--- src/rtl/flg_pkg.sv ---
// Shared types, constants and sine table arithmetic for the audio flanger.
package flg_pkg;

    localparam int DELAY_DEPTH_DEF     = 256;
    localparam int SINE_TABLE_SIZE_DEF = 256;

    localparam int CFG_DATA_W = 16;
    localparam int CFG_IDX_W  = 3;

    localparam logic [15:0] DEPTH_GAIN_RST    = 16'd16384;
    localparam logic [15:0] OUTPUT_SCALE_RST  = 16'd21845;
    localparam logic [6:0]  AVERAGE_DELAY_RST = 7'd100;
    localparam logic [14:0] SWING_RST         = 15'd16384;
    localparam logic [14:0] PHASE_STEP_RST    = 15'd8;

    localparam logic [63:0] ONE_Q30     = 64'd1073741824;
    localparam logic [63:0] HALF_PI_Q30 = 64'd1686629713;

    typedef enum logic [CFG_IDX_W-1:0] {
        CFG_DEPTH_GAIN    = 3'd0,
        CFG_OUTPUT_SCALE  = 3'd1,
        CFG_AVERAGE_DELAY = 3'd2,
        CFG_SWING         = 3'd3,
        CFG_PHASE_STEP    = 3'd4
    } t_cfg_idx;

    typedef enum logic [3:0] {
        S_CLEAR,
        S_IDLE,
        S_FACTOR,
        S_DELAY,
        S_RD0,
        S_RD1,
        S_TAP,
        S_MIX,
        S_SCALE_LO,
        S_SCALE_HI,
        S_FINISH
    } t_state;

    typedef struct packed {
        logic        advance;
        logic [14:0] step;
    } t_lfo_ctrl;

    // Quarter-wave sine entry from angle x (Q30 radians): 9th-order Taylor
    // polynomial in Horner form with truncating products, rounded to Q15.
    function automatic logic [15:0] sine_from_x(input logic [63:0] x);
        logic [63:0] x2;
        logic [63:0] t;
        logic [63:0] s;
        x2 = (x * x) >> 30;
        t  = ONE_Q30 - x2 / 64'd72;
        t  = ONE_Q30 - ((x2 * t) >> 30) / 64'd42;
        t  = ONE_Q30 - ((x2 * t) >> 30) / 64'd20;
        t  = ONE_Q30 - ((x2 * t) >> 30) / 64'd6;
        s  = (x * t) >> 30;
        s  = (s + 64'd16384) >> 15;
        if (s > 64'd32767) begin
            s = 64'd32767;
        end
        return s[15:0];
    endfunction

endpackage

--- src/rtl/flg_lfo.sv ---
// Sine LFO: phase accumulator and quarter-wave table lookup, registered output.
module flg_lfo #(
    parameter int SINE_TABLE_SIZE = flg_pkg::SINE_TABLE_SIZE_DEF
) (
    input  logic               i_clk,
    input  logic               i_rst_n,
    input  flg_pkg::t_lfo_ctrl i_ctrl,
    output logic signed [16:0] o_sine
);

    localparam int Qtr = (SINE_TABLE_SIZE / 4 > 0) ? SINE_TABLE_SIZE / 4 : 1;
    localparam int QW  = $clog2(Qtr + 1);
    localparam int KW  = 14 + QW;

    logic [15:0]        w_tab [Qtr+1];
    logic [15:0]        r_phase;
    logic signed [16:0] r_sine;
    logic [KW-1:0]      w_kprod;
    logic [QW-1:0]      w_k;
    logic [QW-1:0]      w_idx;
    logic [15:0]        w_val;
    logic signed [16:0] w_pos;

    for (genvar g = 0; g <= Qtr; g++) begin : g_sine
        localparam logic [63:0] X = (64'(g) * flg_pkg::HALF_PI_Q30) / Qtr;
        assign w_tab[g] = flg_pkg::sine_from_x(X);
    end

    // Scale the phase within the quadrant to a table index, mirror odd quadrants.
    assign w_kprod = KW'(r_phase[13:0]) * KW'(Qtr);
    assign w_k     = w_kprod[KW-1:14];
    assign w_idx   = r_phase[14] ? QW'(Qtr) - w_k : w_k;
    assign w_val   = w_tab[w_idx];
    assign w_pos   = $signed({1'b0, w_val});

    always_ff @(posedge i_clk) begin
        if (!i_rst_n) begin
            r_phase <= '0;
        end else if (i_ctrl.advance) begin
            r_phase <= r_phase + {1'b0, i_ctrl.step};
        end
    end

    always_ff @(posedge i_clk) begin
        if (i_ctrl.advance) begin
            r_sine <= r_phase[15] ? -w_pos : w_pos;
        end
    end

    assign o_sine = r_sine;

endmodule

--- config.mk ---
export PLATFORM = sky130hd
export DESIGN_NAME = flg_lfo
export DESIGN_NICKNAME = d
export VERILOG_FILES = /design/src/rtl/flg_pkg.sv /design/src/rtl/flg_lfo.sv
export SDC_FILE = /design/constraint.sdc
export NUM_CORES = 1
export LEC_CHECK = 0
export BUFFER_PORTS_ARGS = -buffer_cell sky130_fd_sc_hd__buf_4
export CAP_MARGIN = 20
export CORE_AREA = 2 2 106 108
export DETAILED_ROUTE_END_ITERATION = 12
export DIE_AREA = 0 0 108 110
export GPL_ROUTABILITY_DRIVEN = 0
export PLACE_DENSITY_LB_ADDON = 0.2
export SKIP_LAST_GASP = 1
export SLEW_MARGIN = 30
export SYNTH_ARGS = -nofsm -noshare
export SYNTH_HDL_FRONTEND = slang
export SYNTH_SLANG_ARGS = --single-unit
--- constraint.sdc ---
create_clock -name i_clk -period 7.7 [get_ports i_clk]
set_clock_uncertainty 0.1 [all_clocks]
set_input_delay 0 -clock i_clk [delete_from_list [all_inputs] [get_ports i_clk]]
set_output_delay 0 -clock i_clk [all_outputs]
set_load 0.03 [all_outputs]
# After elaboration in Yosys (flattened, before gate mapping)
# Memory sizes are Yosys's and may differ from the RTL's.
# Cells that the tools add are included.
# totals
register_bits,33
n_memories,1
rom_bits,2048
# op_classes
order_cmp,1
mux,4
n_bitwise,1
addsub,3
# memory_table
memory,words,word_bits,rd,rd_ports_with_merged_regs,write_ports,line_no,text
(no name shown),128,16,1,0,0,flg_lfo.sv:33,assign w_val = w_tab[w_idx];
# ops
operator,n
$mux W16,3
$neg A16 Y17,1
$add A16 B15 Y16,1
$ge A8 B8 Y1 const B,1
$not A7 Y8,1
$mux W7,1
$sub A7 B6 Y7 const A,1

# Depth between registers and ports, before layout
# Gate-level depths: netlist (run 1).
# depth
ltp_word,8
ltp_mapped,19

# Worst setup path before layout (run 1)
# No wires, ideal clock.
# synth_path
path_kind,reg-to-reg
startpoint,reg r_phase[8]
endpoint,reg r_sine[13] (netlist: o_sine[13]) (data pin)
stages_incl_launch_ff,17
required_time_ns,7.329
arrival_time_ns,3.955
setup_ns,0.271
path_slack_ns,3.373
path_cell_list,dfxtp_1 -> buf_2 -> inv_1 -> ha_1 -> clkbuf_1 -> nand2_1 -> o21ai_2 -> clkinv_1 -> ha_1 -> clkbuf_1 -> nor2_1 -> a211oi_1 -> or4_4 -> a221oi_4 -> nand4_2 -> o41a_1 -> xnor2_2
# synth_via
elab_chain_len,8
# synth_lines
element,line_no,text
start: declaration,flg_lfo.sv:16,logic [15:0] r_phase;
start signal: assignment,flg_lfo.sv:40,"r_phase <= r_phase + {1'b0, i_ctrl.step};"
$sub A7 B6 Y7,flg_lfo.sv:32,assign w_idx = r_phase[14] ? QW'(Qtr) - w_k : w_k;
$mux W7 (*),flg_lfo.sv:32,
$not A7 Y8 (implied by the code) (*),flg_lfo.sv:33,
$mem_v2 Z128 W16 (*),-,
$mux W16 (implied by the code) (*) (2 in a row),flg_lfo.sv:33,
$neg A16 Y17,flg_lfo.sv:46,r_sine <= r_phase[15] ? -w_pos : w_pos;
$mux W16 (*),flg_lfo.sv:46,
end signal: assignment,flg_lfo.sv:46,
end: declaration,flg_lfo.sv:17,logic signed [16:0] r_sine;
# Every way passes the cells marked *; elsewhere a longest branch is shown, timed or not. The select of a mux whose other input is x is not followed.
# A chain may end at the register's enable or synchronous reset.

# Worst setup path after layout (run 1)
# layout_path
startpoint,reg r_phase[9]
endpoint,reg r_sine[13] (netlist: o_sine[13]) (data pin)
# The elaborated chain is that of the path after synthesis.

==> summary.md, run 1 <==
| Metric | Value |
|---|---|
| Antenna violations before repair | 0 |
| Antenna diode instance count | 0 |
| Largest net degree at the start of global routing | 52 |
| Horizontal die dimension | 108 um |
| Die Area | 0.0119 mm^2 |
| Top flip-flop cell by instance count after synthesis | edfxtp_1 |
| Setup TNS Final | 0 ns |
| I/O pins | 35 |
| Yosys top cell by area | edfxtp_1 |
| Vias per std cell | 6.42 |
| Final routed DRC violation total | 0 |
| NumNets Final | 657 |
| Core area | 0.0107 mm^2 |
| Number of failing hold endpoints at the final stage | 0 |
| CTS buffer count | 5 |
| 1st-pass router iterations | 6 |
| Area added between synthesis and finish | 8.14% |
| Worst stage delay on the critical path | 0.80 ns |
| Crit Path Max Fanout | 29 |
| Share of async-settable or async-resettable flops after synthesis | 0 |
| Measured slew at the worst slew-check pin | 0.894 ns |
| Worst hold margin | 0.0936 ns |
| Post-DP HPWL | 10200 um |
| Cells after Synth | 610 |
| Maximum buffer depth of the clock tree | 2 |
| Minimum period implied by the final worst setup slack | 5.23 ns |
| Vias in the first global route | 4388 |
| Area share of the leading cell type in the synthesized netlist | 0.108 |
| Upper clock frequency limit | 191 MHz |
| Antenna viol nets, final | 0 |
| Share of final-layout standard cells stronger than drive strength 1 | 0.130 |
| Startpoint-to-endpoint class of the critical path | reg -> reg |
| VDD IR max | 0.157 mV |
| H-tree levels | 2 |
| Synthesized netlist net count | 659 |
| Starting density of the core | 0.441 |
| CP Data Arrival Time | 5.16 ns |
| RSZ-0062 raised after global routing | false |
| Yosys reg bits | 33 |
| Cell area after technology mapping | 0.00472 mm^2 |
| Clock transition at the registers of the reported paths | 0.08 ns |
| Routed via count | 4812 |
| Pwr Density | 309 mW/mm^2 |
| Number of distinct library cells after synthesis | 87 |
| Root buffer selected by CTS | clkbuf_8 |
| Detailed router's first-iteration violation count | 542 |
| Most frequently used cell type in the post-synthesis netlist | nand2_1 |
| Clk Latency, worst-skew pair | 0.29 ns |
| Worst path slowest cell | o211a_1 |
| Global-route usage over all layers | 0.243 |
| CTS tree | done |
| Mean cell area of the mapped netlist | 7.73 um^2 |
| Per-cell routed wire length | 18.9 um |
| Data required time at the worst endpoint | 7.63 ns |
| Min-delay worst type | in -> reg |
| Total Wirelength | 14200 um |
| Leak | 1.90 nW |
| Number of maximum-capacitance violations | 0 |
| Clock Sinks | 33 |
| Critical-path cell list | inv_1, ha_1, buf_4, nor3b_2, o211a_1, a221oi_1, or4_4, a221oi_4, nand4_2, o41a_1, xnor2_2 |
| Cells taking the most area after synthesis | edfxtp_1 11%, ha_1 8.0%, dfxtp_1 6.8%, nand2_1 3.9%, xnor2_1 3.9% |
| Post-route clock period utilization | 0.679 |
| Sequential element share of the synthesized area | 0.176 |
| Status | completed |
| Number of port buffers | 34 |
| Top cells by count, synth | 49 x nand2_1, 39 x nor2_1, 33 x a21oi_1, 32 x o21ai_0, 30 x ha_1 |
| Row count | 38 |
| Endpoints failing setup | 0 |
| GR Overflow Total | 0 |
| Number of synthesized flops with an enable pin | 17 |
| Normalized max-slew margin | 0.403 |
| Number of warnings reported in the yosys synthesis log | 0 |
| Slew Limit Fails | 0 |
| Kind of start point of the critical path | flip-flop |
| Global-route wire length before repair | 23000 um |
| Height of the die | 110 um |
| Type of destination of the critical path | flip-flop |
[final timing paths]
path,end,cells after the start,from,slack (ns)
max,o_sine[13]$_DFFE_PP_,11,r_phase[9]$_SDFFE_PN0P_,2.47
min,r_phase[10]$_SDFFE_PN0P_,4,i_ctrl[10],0.09
min reg2reg,r_phase[1]$_SDFFE_PN0P_,1,r_phase[1]$_SDFFE_PN0P_,0.41
max reg2reg,o_sine[13]$_DFFE_PP_,11,r_phase[9]$_SDFFE_PN0P_,2.47
[cell usage in the layout (no fill, tap or decap), drive strengths merged, types with 10 or more instances in the layout]
master,instances
dfxtp,16
o21ai,38
nand3,17
nand2,50
ha,30
a211oi,16
edfxtp,17
buf,43
xnor2,23
o211ai,12
nor2b,20
inv,23
a21oi,33
mux2i,17
o21a,10
nand2b,18
nor3,20
nor2,39
[flip-flops by register name (all words and copies together) (netlist names)]
register / cells
o_sine: 17
r_phase: 16
[critical path, delay by kind of cell, from the launching register on]
kind / cells / cell delay (ns)
buf+inv: 2 / 0.58
flops: 1 / 0.51
simple gates: 3 / 1.11
xor+xnor: 1 / 0.14
compound gates: 4 / 1.82
fa+ha+maj: 1 / 0.68
[cells by family (layout without fill, tap and decap cells)]
kind of cell | count (synthesis) | count (layout) | synth area share
AO/OA/AOI/OAI | 208 | 208 | 0.323
multiplexers | 18 | 18 | 0.0385
adder cells (fa/ha/maj) | 31 | 31 | 0.0838
buffers and inverters | 78 | 77 | 0.0751
XOR/XNOR | 29 | 29 | 0.0594
flip-flops | 33 | 33 | 0.176
AND/OR/NAND/NOR | 213 | 213 | 0.244
[layer usage]
metal,wire length [um],vias to the layer above,track usage,share of wire
li1,-,2305,-,-
met1,6050,2173,0.327,0.43
met2,6270,277,0.375,0.44
met3,1140,57,0.0429,0.080
met4,703,0,0.123,0.050
met5,0,-,0,0
[power breakdown]
part	internal (mW)	switching, mW
clock	0.0969	0.0724
sequential	0.254	0.0354
combinational	0.409	0.706
total	0.760	0.814
[per-stage QoR]
step,power (mW),utilization,instances,worst slack [ns],instance area [um^2]
final,1.57,0.477,749,2.47,5100
after global routing,1.69,0.477,749,2.14,5100
after CTS,1.56,0.477,749,2.57,5100
after detailed placement,1.39,0.464,739,2.59,4970
after global placement,1.38,0.464,739,2.69,4970
after floorplan,1.12,-,610,3.37,4720
[final cells by class]
| type | count | area, um^2 |
|---|---|---|
| fillers | 1046 | 5600 |
| multi-input cells | 499 | 3550 |
| flip-flops and latches | 33 | 831 |
| repair buffers | 45 | 343 |
| well taps | 140 | 175 |
| inverters | 24 | 90.1 |
| clock buffers | 5 | 68.8 |
| clock inverters | 3 | 46.3 |
[repair_timing]
action,4_1_cts,5_1_grt
hold endpoints to repair,14,0
buffers inserted,0,0
hold buffers,2,0
gates resized for setup,0,0
Note: power is estimated with default switching activity, not from simulation.
==> run 2, diff against run 1 <==
--- a/config.mk
+++ b/config.mk
@@ -5,11 +5,12 @@
 export SDC_FILE = /design/constraint.sdc
 export NUM_CORES = 1
 export LEC_CHECK = 0
+export ABC_AREA = 1
 export BUFFER_PORTS_ARGS = -buffer_cell sky130_fd_sc_hd__buf_4
 export CAP_MARGIN = 20
-export CORE_AREA = 2 2 106 108
+export CORE_AREA = 2 2 99 101
 export DETAILED_ROUTE_END_ITERATION = 12
-export DIE_AREA = 0 0 108 110
+export DIE_AREA = 0 0 101 103
 export GPL_ROUTABILITY_DRIVEN = 0
 export PLACE_DENSITY_LB_ADDON = 0.2
 export SKIP_LAST_GASP = 1
==> constraint.sdc (replaced) <==
create_clock -name i_clk -period 5.45 [get_ports i_clk]
set_clock_uncertainty 0.1 [all_clocks]
set_input_delay 0 -clock i_clk [delete_from_list [all_inputs] [get_ports i_clk]]
set_output_delay 0 -clock i_clk [all_outputs]
set_load 0.03 [all_outputs]
==> run 2 against run 1 <==
Effect of this change: utilization down 1.0 points; non-clock buffer count down 9; sequential share of layout area up 2.5 points; fmax increased by 28%; combinational power decreased by 5%; sequential power up 24%; register-to-register slack worse by 1.1 ns; count of clock-buffer cells in the layout is the same; critical path type unchanged; routed wire length down 21%; critical endpoint is now o_sine[10]$_DFFE_PP_.
==> summary.md, run 2 <==
| Metric | Value |
|---|---|
| Status | completed (unchanged) |
| Number of port buffers | 34 (unchanged) |
| RSZ-0062 raised after global routing | false (unchanged) |
| Number of failing hold endpoints at the final stage | 0 (unchanged) |
| Top cells by count, synth | 235 x nand2_1, 78 x nand3_1, 57 x inv_1, 44 x nor2_1 (was 49 x nand2_1, 39 x nor2_1, 33 x a21oi_1, 32 x o21ai_0, 30 x ha_1) |
| Crit Path Max Fanout | 11 (was 29) |
| CTS buffer count | 5 (unchanged) |
| Row count | 36 (was 38) |
| Seq. cell area | 831 um^2 (unchanged) |
| CTS tree | done (unchanged) |
| Antenna diode instance count | 0 (unchanged) |
| Type of destination of the critical path | flip-flop (unchanged) |
| H-tree levels | 2 (unchanged) |
| Pwr Density | 365 mW/mm^2 (was 309 mW/mm^2) |
| Clock Sinks | 33 (unchanged) |
| I/O pins | 35 (unchanged) |
| GR Overflow Total | 0 (unchanged) |
| Leak | 2.39 nW (was 1.90 nW) |
| Slew Limit Fails | 0 (unchanged) |
| Most frequent CP cell | nand2_1 |
| Max FFs per register | 17 (unchanged) |
| Total Wirelength | 11300 um (was 14200 um) |
| Commonest non-fill, non-tap cell in the layout | nand2_1 (unchanged) |
| Global-route wire length before repair | 18500 um (was 23000 um) |
| Routed via count | 4329 (was 4812) |
| Worst stage delay on the critical path | 0.59 ns (was 0.80 ns) |
| 1st-pass router iterations | 5 (was 6) |
| Kind of start point of the critical path | flip-flop (unchanged) |
| Endpoints failing setup | 0 (unchanged) |
| Number of fill cells | 996 (was 1046) |
| Min-delay worst type | in -> reg (unchanged) |
| Area added between synthesis and finish | 7.69% (was 8.14%) |
| Origin of the worst min-delay path | i_ctrl[15] (was i_ctrl[10]) |
| Worst flop-to-flop path startpoint | r_phase[8]$_SDFFE_PN0P_ (was r_phase[9]$_SDFFE_PN0P_) |
| Yosys reg bits | 33 (unchanged) |
| Area share of the leading cell type in the synthesized netlist | 0.215 (was 0.108) |
| Number of maximum-capacitance violations | 0 (unchanged) |
| Post-DP HPWL | 8530 um (was 10200 um) |
| Number of synthesized flops with an enable pin | 17 (unchanged) |
| Yosys top cell by area | nand2_1 (was edfxtp_1) |
| Combined area of the multi-input logic cells | 0.00282 mm^2 (was 0.00355 mm^2) |
| Die Area | 0.0104 mm^2 (was 0.0119 mm^2) |
| CP Data Arrival Time | 4.03 ns (was 5.16 ns) |
| Maximum buffer depth of the clock tree | 2 (unchanged) |
| Overall power of the completed layout | 1.61 mW (was 1.57 mW) |
| Startpoint-to-endpoint class of the critical path | reg -> reg (unchanged) |
| Vias per std cell | 5.49 (was 6.42) |
| Count of buffers added by post-CTS timing repair for setup | 0 (unchanged) |
| Mean cell area of the mapped netlist | 6.27 um^2 (was 7.73 um^2) |
| Per-cell routed wire length | 14.3 um (was 18.9 um) |
| Antenna violations before repair | 0 (unchanged) |
| Cells after Synth | 654 (was 610) |
| Global-route usage over all layers | 0.223 (was 0.243) |
| Core area | 0.00946 mm^2 (was 0.0107 mm^2) |
| Measured slew at the worst slew-check pin | 0.591 ns (was 0.894 ns) |
| Cells taking the most area after synthesis | nand2_1 22%, edfxtp_1 12%, nand3_1 9.5%, ha_1 9.2%, dfxtp_1 7.8% (was edfxtp_1 11%, ha_1 8.0%, dfxtp_1 6.8%, nand2_1 3.9%, xnor2_1 3.9%) |
| Number of distinct library cells after synthesis | 42 (was 87) |
| Worst path slowest cell | dfxtp_1 (was o211a_1) |
| Detailed router's first-iteration violation count | 275 (was 542) |
| Number of warnings reported in the yosys synthesis log | 0 (unchanged) |
| Switching fraction of total power | 0.528 (was 0.517) |
| Data required time at the worst endpoint | 5.40 ns (was 7.63 ns) |
| Switching power total | 0.851 mW (was 0.814 mW) |
| Share of final-layout standard cells stronger than drive strength 1 | 0.133 (was 0.130) |
| Upper clock frequency limit | 245 MHz (was 191 MHz) |
| Cell area after technology mapping | 0.00410 mm^2 (was 0.00472 mm^2) |
| Antenna viol nets, final | 0 (unchanged) |
| VDD IR max | 0.122 mV (was 0.157 mV) |
| Worst setup path start | r_phase[8]$_SDFFE_PN0P_ (was r_phase[9]$_SDFFE_PN0P_) |
| NumNets Final | 723 (was 657) |
| Top flip-flop cell by instance count after synthesis | edfxtp_1 (unchanged) |
| Clk Latency, worst-skew pair | 0.29 ns (about the same) |
| Synthesized netlist net count | 703 (was 659) |
| Vias in the first global route | 3999 (was 4388) |
| Clock network power share | 0.118 (was 0.108) |
| Starting density of the core | 0.433 (was 0.441) |
| Sequential element share of the synthesized area | 0.203 (was 0.176) |
| Root buffer selected by CTS | clkbuf_8 (unchanged) |
| Share of power burned in registers | 0.224 (was 0.184) |
| Horizontal die dimension | 101 um (was 108 um) |
| Post-route clock period utilization | 0.748 (was 0.679) |
| Most frequently used cell type in the post-synthesis netlist | nand2_1 (unchanged) |
| Combinational fraction of design power | 0.658 (was 0.708) |
| Normalized max-slew margin | 0.605 (was 0.403) |
| Internal power | 0.759 mW (was 0.760 mW) |
| Height of the die | 103 um (was 110 um) |
| Setup TNS Final | 0 ns (unchanged) |
| Minimum period implied by the final worst setup slack | 4.08 ns (was 5.23 ns) |
| Largest net degree at the start of global routing | 42 (was 52) |
| Most frequent cells in the layout | 235 x nand2_1, 78 x nand3_1, 57 x inv_1 (was 49 x nand2_1, 43 x buf_4, 39 x nor2_1) |
| Critical-path cell list | inv_2, ha_1, o21ai_4, inv_1, ha_1, nand3_1, nand2_1, nand2_1, nand2_1, nand2_1, nand2_1, nand2_1, nand3_1, inv_2, ha_1, nand3_1, nor3_4, nand3_1, nand3b_1, nand2_1 (was inv_1, ha_1, buf_4, nor3b_2, o211a_1, a221oi_1, or4_4, a221oi_4, nand4_2, o41a_1, xnor2_2) |
| Clock transition at the registers of the reported paths | 0.08 ns (about the same) |
| Final routed DRC violation total | 0 (unchanged) |
| Share of async-settable or async-resettable flops after synthesis | 0 (unchanged) |
run 2: cell types whose count changed in the layout (fill, tap and decap cells not counted), sizes merged, moves of 14 or more:
cell | previous run | this run
a211oi | 16 | 0
inv | 23 | 68
mux2i | 17 | 0
nand2 | 50 | 252
nand2b | 18 | 0
nand3 | 17 | 91
nor2b | 20 | 0
nor3 | 20 | 6
xnor2 | 23 | 4
run 2: power groups by stage:
| stage | clock [mW] | sequential [mW] | combinational, mW |
|---|---|---|---|
| 5_1_grt | 0.204 | 0.367 | 1.19 |
| 2_1_floorplan | 0 | 0.430 | 0.759 |
| 3_3_place_gp | 0 | 0.366 | 1.04 |
| 6_report | 0.190 | 0.361 | 1.06 |
| 4_1_cts | 0.195 | 0.361 | 1.04 |
| 3_5_place_dp | 0 | 0.366 | 1.04 |
run 2: per-stage QoR:
step / hold slack (ns) / area (um^2) / util / instances / setup slack [ns]
3_3_place_gp: 0.203 / 4310 / 0.456 / 779 / 1.58
2_1_floorplan: 0.0125 / 4100 / - / 654 / 1.99
6_report: 0.0397 / 4420 / 0.467 / 789 / 1.37
3_5_place_dp: 0.200 / 4310 / 0.456 / 779 / 1.46
4_1_cts: 0.0408 / 4420 / 0.467 / 789 / 1.43
5_1_grt: 0.0478 / 4420 / 0.467 / 789 / 0.912
run 2: final timing paths:
path                            slack, ns                       to  cells after the start
worst min-delay path                 0.04      o_sine[7]$_DFFE_PP_                      1
worst max register to register       1.37     o_sine[10]$_DFFE_PP_                     20
worst max-delay path                 1.37     o_sine[10]$_DFFE_PP_                     20
worst min register to register       0.41  r_phase[0]$_SDFFE_PN0P_                      2
run 2: cells by family after synthesis:
kind of cell | synth area share
compound gates | 0.103
xor+xnor | 0.0342
fa+ha+maj | 0.0964
buf+inv | 0.111
flops | 0.203
simple gates | 0.453
run 2: critical path, delay by kind of cell, from the launching register on:
kind | cells | cell delay (ns)
AOI/OAI and AO/OA | 1 | 0.31
adders and majority gates | 3 | 0.93
buffers and inverters | 3 | 0.54
DFF | 1 | 0.59
and+or+nand+nor | 13 | 1.36
run 2: repair_timing:
action | 4_1_cts | 5_1_grt
hold buffers | 2 | 0
endpoints found under the hold margin | 6 | 0
gates resized for setup | 0 | 0
setup endpoints to repair | 0 | 0
run 2: metal layers:
layer,GRT usage,wire [um]
met5,0,0
met4,0.112,505
met3,0.0339,674
met2,0.368,5130
met1,0.284,4940
run 2: cell type report:
cell class,instances,share of cell area
Sequential cell,33,0.188
Timing Repair Buffer,36,0.0623
Tap cell,114,0.0323
Clock inverter,3,0.00368
Clock buffer,5,0.0156
Inverter,69,0.0604
Multi-Input combinational cell,529,0.638
==> run 3, diff against run 2 <==
--- a/config.mk
+++ b/config.mk
@@ -5,12 +5,12 @@
 export SDC_FILE = /design/constraint.sdc
 export NUM_CORES = 1
 export LEC_CHECK = 0
-export ABC_AREA = 1
+export ABC_AREA = 0
 export BUFFER_PORTS_ARGS = -buffer_cell sky130_fd_sc_hd__buf_4
 export CAP_MARGIN = 20
-export CORE_AREA = 2 2 99 101
+export CORE_AREA = 2 2 106 108
 export DETAILED_ROUTE_END_ITERATION = 12
-export DIE_AREA = 0 0 101 103
+export DIE_AREA = 0 0 108 110
 export GPL_ROUTABILITY_DRIVEN = 0
 export PLACE_DENSITY_LB_ADDON = 0.2
 export SKIP_LAST_GASP = 1
==> constraint.sdc (replaced) <==
create_clock -name i_clk -period 4.15 [get_ports i_clk]
set_clock_uncertainty 0.1 [all_clocks]
set_input_delay 0 -clock i_clk [delete_from_list [all_inputs] [get_ports i_clk]]
set_output_delay 0 -clock i_clk [all_outputs]
set_load 0.03 [all_outputs]
==> run 3 against run 2 <==
Effect of this change: utilization up 2.6 points; combinational power up 110%; setup slack worse by 1.2 ns; hold slack better by 0.044 ns; highest routed layer unchanged; sequential share of layout area down 3.0 points; total power up 84%.
==> summary.md, run 3 (synthesized netlist as in run 1, its figures left out) <==
| Metric | Value |
|---|---|
| Worst setup path start | r_phase[9]$_SDFFE_PN0P_ (was r_phase[8]$_SDFFE_PN0P_) |
| Min-delay worst type | in -> reg (unchanged) |
| Minimum period implied by the final worst setup slack | 3.95 ns (was 4.08 ns) |
| GR Overflow Total | 0 (unchanged) |
| Largest net degree at the start of global routing | 38 (was 42) |
| Status | completed (unchanged) |
| Measured slew at the worst slew-check pin | 0.756 ns (was 0.591 ns) |
| Antenna violations before repair | 0 (unchanged) |
| Starting density of the core | 0.441 (was 0.433) |
| Final routed DRC violation total | 0 (unchanged) |
| CTS buffer count | 5 (unchanged) |
| Startpoint-to-endpoint class of the critical path | reg -> reg (unchanged) |
| Placement Setup Slack | 0.252 ns (was 1.46 ns) |
| Normalized max-slew margin | 0.493 (was 0.605) |
| Post-route clock period utilization | 0.951 (was 0.748) |
| Post-DP HPWL | 10700 um (was 8530 um) |
| Global-route wire length before repair | 23200 um (was 18500 um) |
| Vias in the first global route | 4513 (was 3999) |
| Height of the die | 110 um (was 103 um) |
| CP Data Arrival Time | 3.87 ns (was 4.03 ns) |
| Clock Sinks | 33 (unchanged) |
| Detailed router's first-iteration violation count | 466 (was 275) |
| Number of port buffers | 34 (unchanged) |
| I/O pins | 35 (unchanged) |
| Number of maximum-capacitance violations | 0 (unchanged) |
| Antenna diode instance count | 0 (unchanged) |
| Reg-to-reg critical path endpoint | o_sine[13]$_DFFE_PP_ (was o_sine[10]$_DFFE_PP_) |
| Routed via count | 4905 (was 4329) |
| Switching fraction of total power | 0.522 (was 0.528) |
| Maximum buffer depth of the clock tree | 2 (unchanged) |
| Antenna viol nets, final | 0 (unchanged) |
| Clock network power share | 0.084 (was 0.118) |
| R2R Setup Slk | 0.20 ns (was 1.37 ns) |
| Clock transition at the registers of the reported paths | 0.07 ns (was 0.08 ns) |
| Setup TNS Final | 0 ns (unchanged) |
| Vias per std cell | 6.37 (was 5.49) |
| VDD IR max | 0.303 mV (was 0.122 mV) |
| Share of power burned in registers | 0.176 (was 0.224) |
| Total Wirelength | 14500 um (was 11300 um) |
| Commonest non-fill, non-tap cell in the layout | buf_4 (was nand2_1) |
| NumNets Final | 678 (was 723) |
| Seq. cell area | 832 um^2 (was 831 um^2) |
| Depth of the worst register-to-register path | 11 (was 20) |
| Count of buffers added by post-CTS timing repair for setup | 0 (unchanged) |
| Max FFs per register | 17 (unchanged) |
| Post-layout util | 0.493 (was 0.467) |
| Per-cell routed wire length | 18.8 um (was 14.3 um) |
| Internal power | 1.42 mW (was 0.759 mW) |
| Crit Path Max Fanout | 25 (was 11) |
| Worst flop-to-flop path startpoint | r_phase[9]$_SDFFE_PN0P_ (was r_phase[8]$_SDFFE_PN0P_) |
| Worst Setup EP | o_sine[13]$_DFFE_PP_ (was o_sine[10]$_DFFE_PP_) |
| Slew Limit Fails | 0 (unchanged) |
| 1st-pass router iterations | 6 (was 5) |
| Number of failing hold endpoints at the final stage | 0 (unchanged) |
| Worst setup margin | 0.205 ns (was 1.37 ns) |
| Core area | 0.0107 mm^2 (was 0.00946 mm^2) |
| Pwr Density | 561 mW/mm^2 (was 365 mW/mm^2) |
| Most frequent cells in the layout | 63 x buf_4, 49 x nand2_1, 39 x nor2_1 (was 235 x nand2_1, 78 x nand3_1, 57 x inv_1) |
| Combinational fraction of design power | 0.740 (was 0.658) |
| Data required time at the worst endpoint | 4.08 ns (was 5.40 ns) |
| Upper clock frequency limit | 253 MHz (was 245 MHz) |
| Die Area | 0.0119 mm^2 (was 0.0104 mm^2) |
| Area added between synthesis and finish | 11.9% (was 7.69%) |
| Type of destination of the critical path | flip-flop (unchanged) |
| Switching power total | 1.55 mW (was 0.851 mW) |
| CTS tree | done (unchanged) |
| Leak | 1.99 nW (was 2.39 nW) |
| Share of final-layout standard cells stronger than drive strength 1 | 0.168 (was 0.133) |
| H-tree levels | 2 (unchanged) |
| Clk Latency, worst-skew pair | 0.29 ns (about the same) |
| Root buffer selected by CTS | clkbuf_8 (unchanged) |
| Global-route usage over all layers | 0.246 (was 0.223) |
| Endpoints failing setup | 0 (unchanged) |
| Row count | 38 (was 36) |
| RSZ-0062 raised after global routing | false (unchanged) |
| Combined area of the multi-input logic cells | 0.00357 mm^2 (was 0.00282 mm^2) |
| Horizontal die dimension | 108 um (was 101 um) |
| Kind of start point of the critical path | flip-flop (unchanged) |
| Number of fill cells | 1044 (was 996) |
run 3: metal layers:
| layer | track usage | up-vias | wire length (um) |
|---|---|---|---|
| met5 | 0 | - | 0 |
| met4 | 0.0751 | 0 | 441 |
| met3 | 0.0447 | 50 | 1100 |
| met2 | 0.398 | 218 | 6570 |
| met1 | 0.335 | 2287 | 6340 |
| li1 | - | 2350 | - |
run 3: worst min-delay path by stage:
| stage | endpoint | startpoint | cells past startpoint |
|---|---|---|---|
| 5_1_grt | o_sine[11]$_DFFE_PP_ | i_ctrl[15] | 1 |
| 6_report | r_phase[10]$_SDFFE_PN0P_ | i_ctrl[10] | 4 |
| 3_5_place_dp | r_phase[11]$_SDFFE_PN0P_ | i_rst_n | 2 |
| 3_3_place_gp | r_phase[11]$_SDFFE_PN0P_ | i_rst_n | 2 |
| 4_1_cts | r_phase[10]$_SDFFE_PN0P_ | i_ctrl[10] | 4 |
| 2_1_floorplan | o_sine[0]$_DFFE_PP_ | i_ctrl[15] | 0 |
run 3: critical path, stage by stage, from the launching register on:
cell and delay, ns:
dfxtp_1 0.31, inv_1 0.13, ha_1 0.22, and2b_4 0.24, xnor2_4 0.41, inv_2 0.35
a2111oi_0 0.71, nor4_1 0.16, a21oi_1 0.30, nand2_1 0.12, o41a_1 0.48, xnor2_2 0.14
run 3: what timing repair did:
item                                    in CTS  in global routing
hold buffers                                 2                  0
endpoints found under the setup margin       0                  6
endpoints found under the hold margin       13                  0
gates resized for setup                      0                  4
run 3: per-stage QoR:
step / hold slack (ns) / power, mW / instance area (um^2) / instances
6_report: 0.0841 / 2.96 / 5280 / 770
5_1_grt: 0.102 / 3.17 / 5280 / 770
4_1_cts: 0.0841 / 2.91 / 5260 / 770
3_5_place_dp: 0.281 / 2.65 / 5150 / 760
3_3_place_gp: 0.272 / 2.64 / 5150 / 760
2_1_floorplan: 0.0125 / 2.09 / 4740 / 610
run 3: power by group through the flow:
stage | logic [mW] | clock network [mW] | registers (mW)
final | 2.19 | 0.248 | 0.521
after global routing | 2.36 | 0.268 | 0.534
after CTS | 2.13 | 0.254 | 0.522
after detailed placement | 2.12 | 0 | 0.530
after global placement | 2.11 | 0 | 0.528
after floorplan | 1.43 | 0 | 0.660
run 3: cell type report:
cell class,count,share of cell area
clock buffers,5,0.0130
flip-flops and latches,33,0.158
well taps,140,0.0332
clock inverters,3,0.00427
inverters,24,0.0173
multi-input cells,499,0.677
repair buffers,66,0.0972
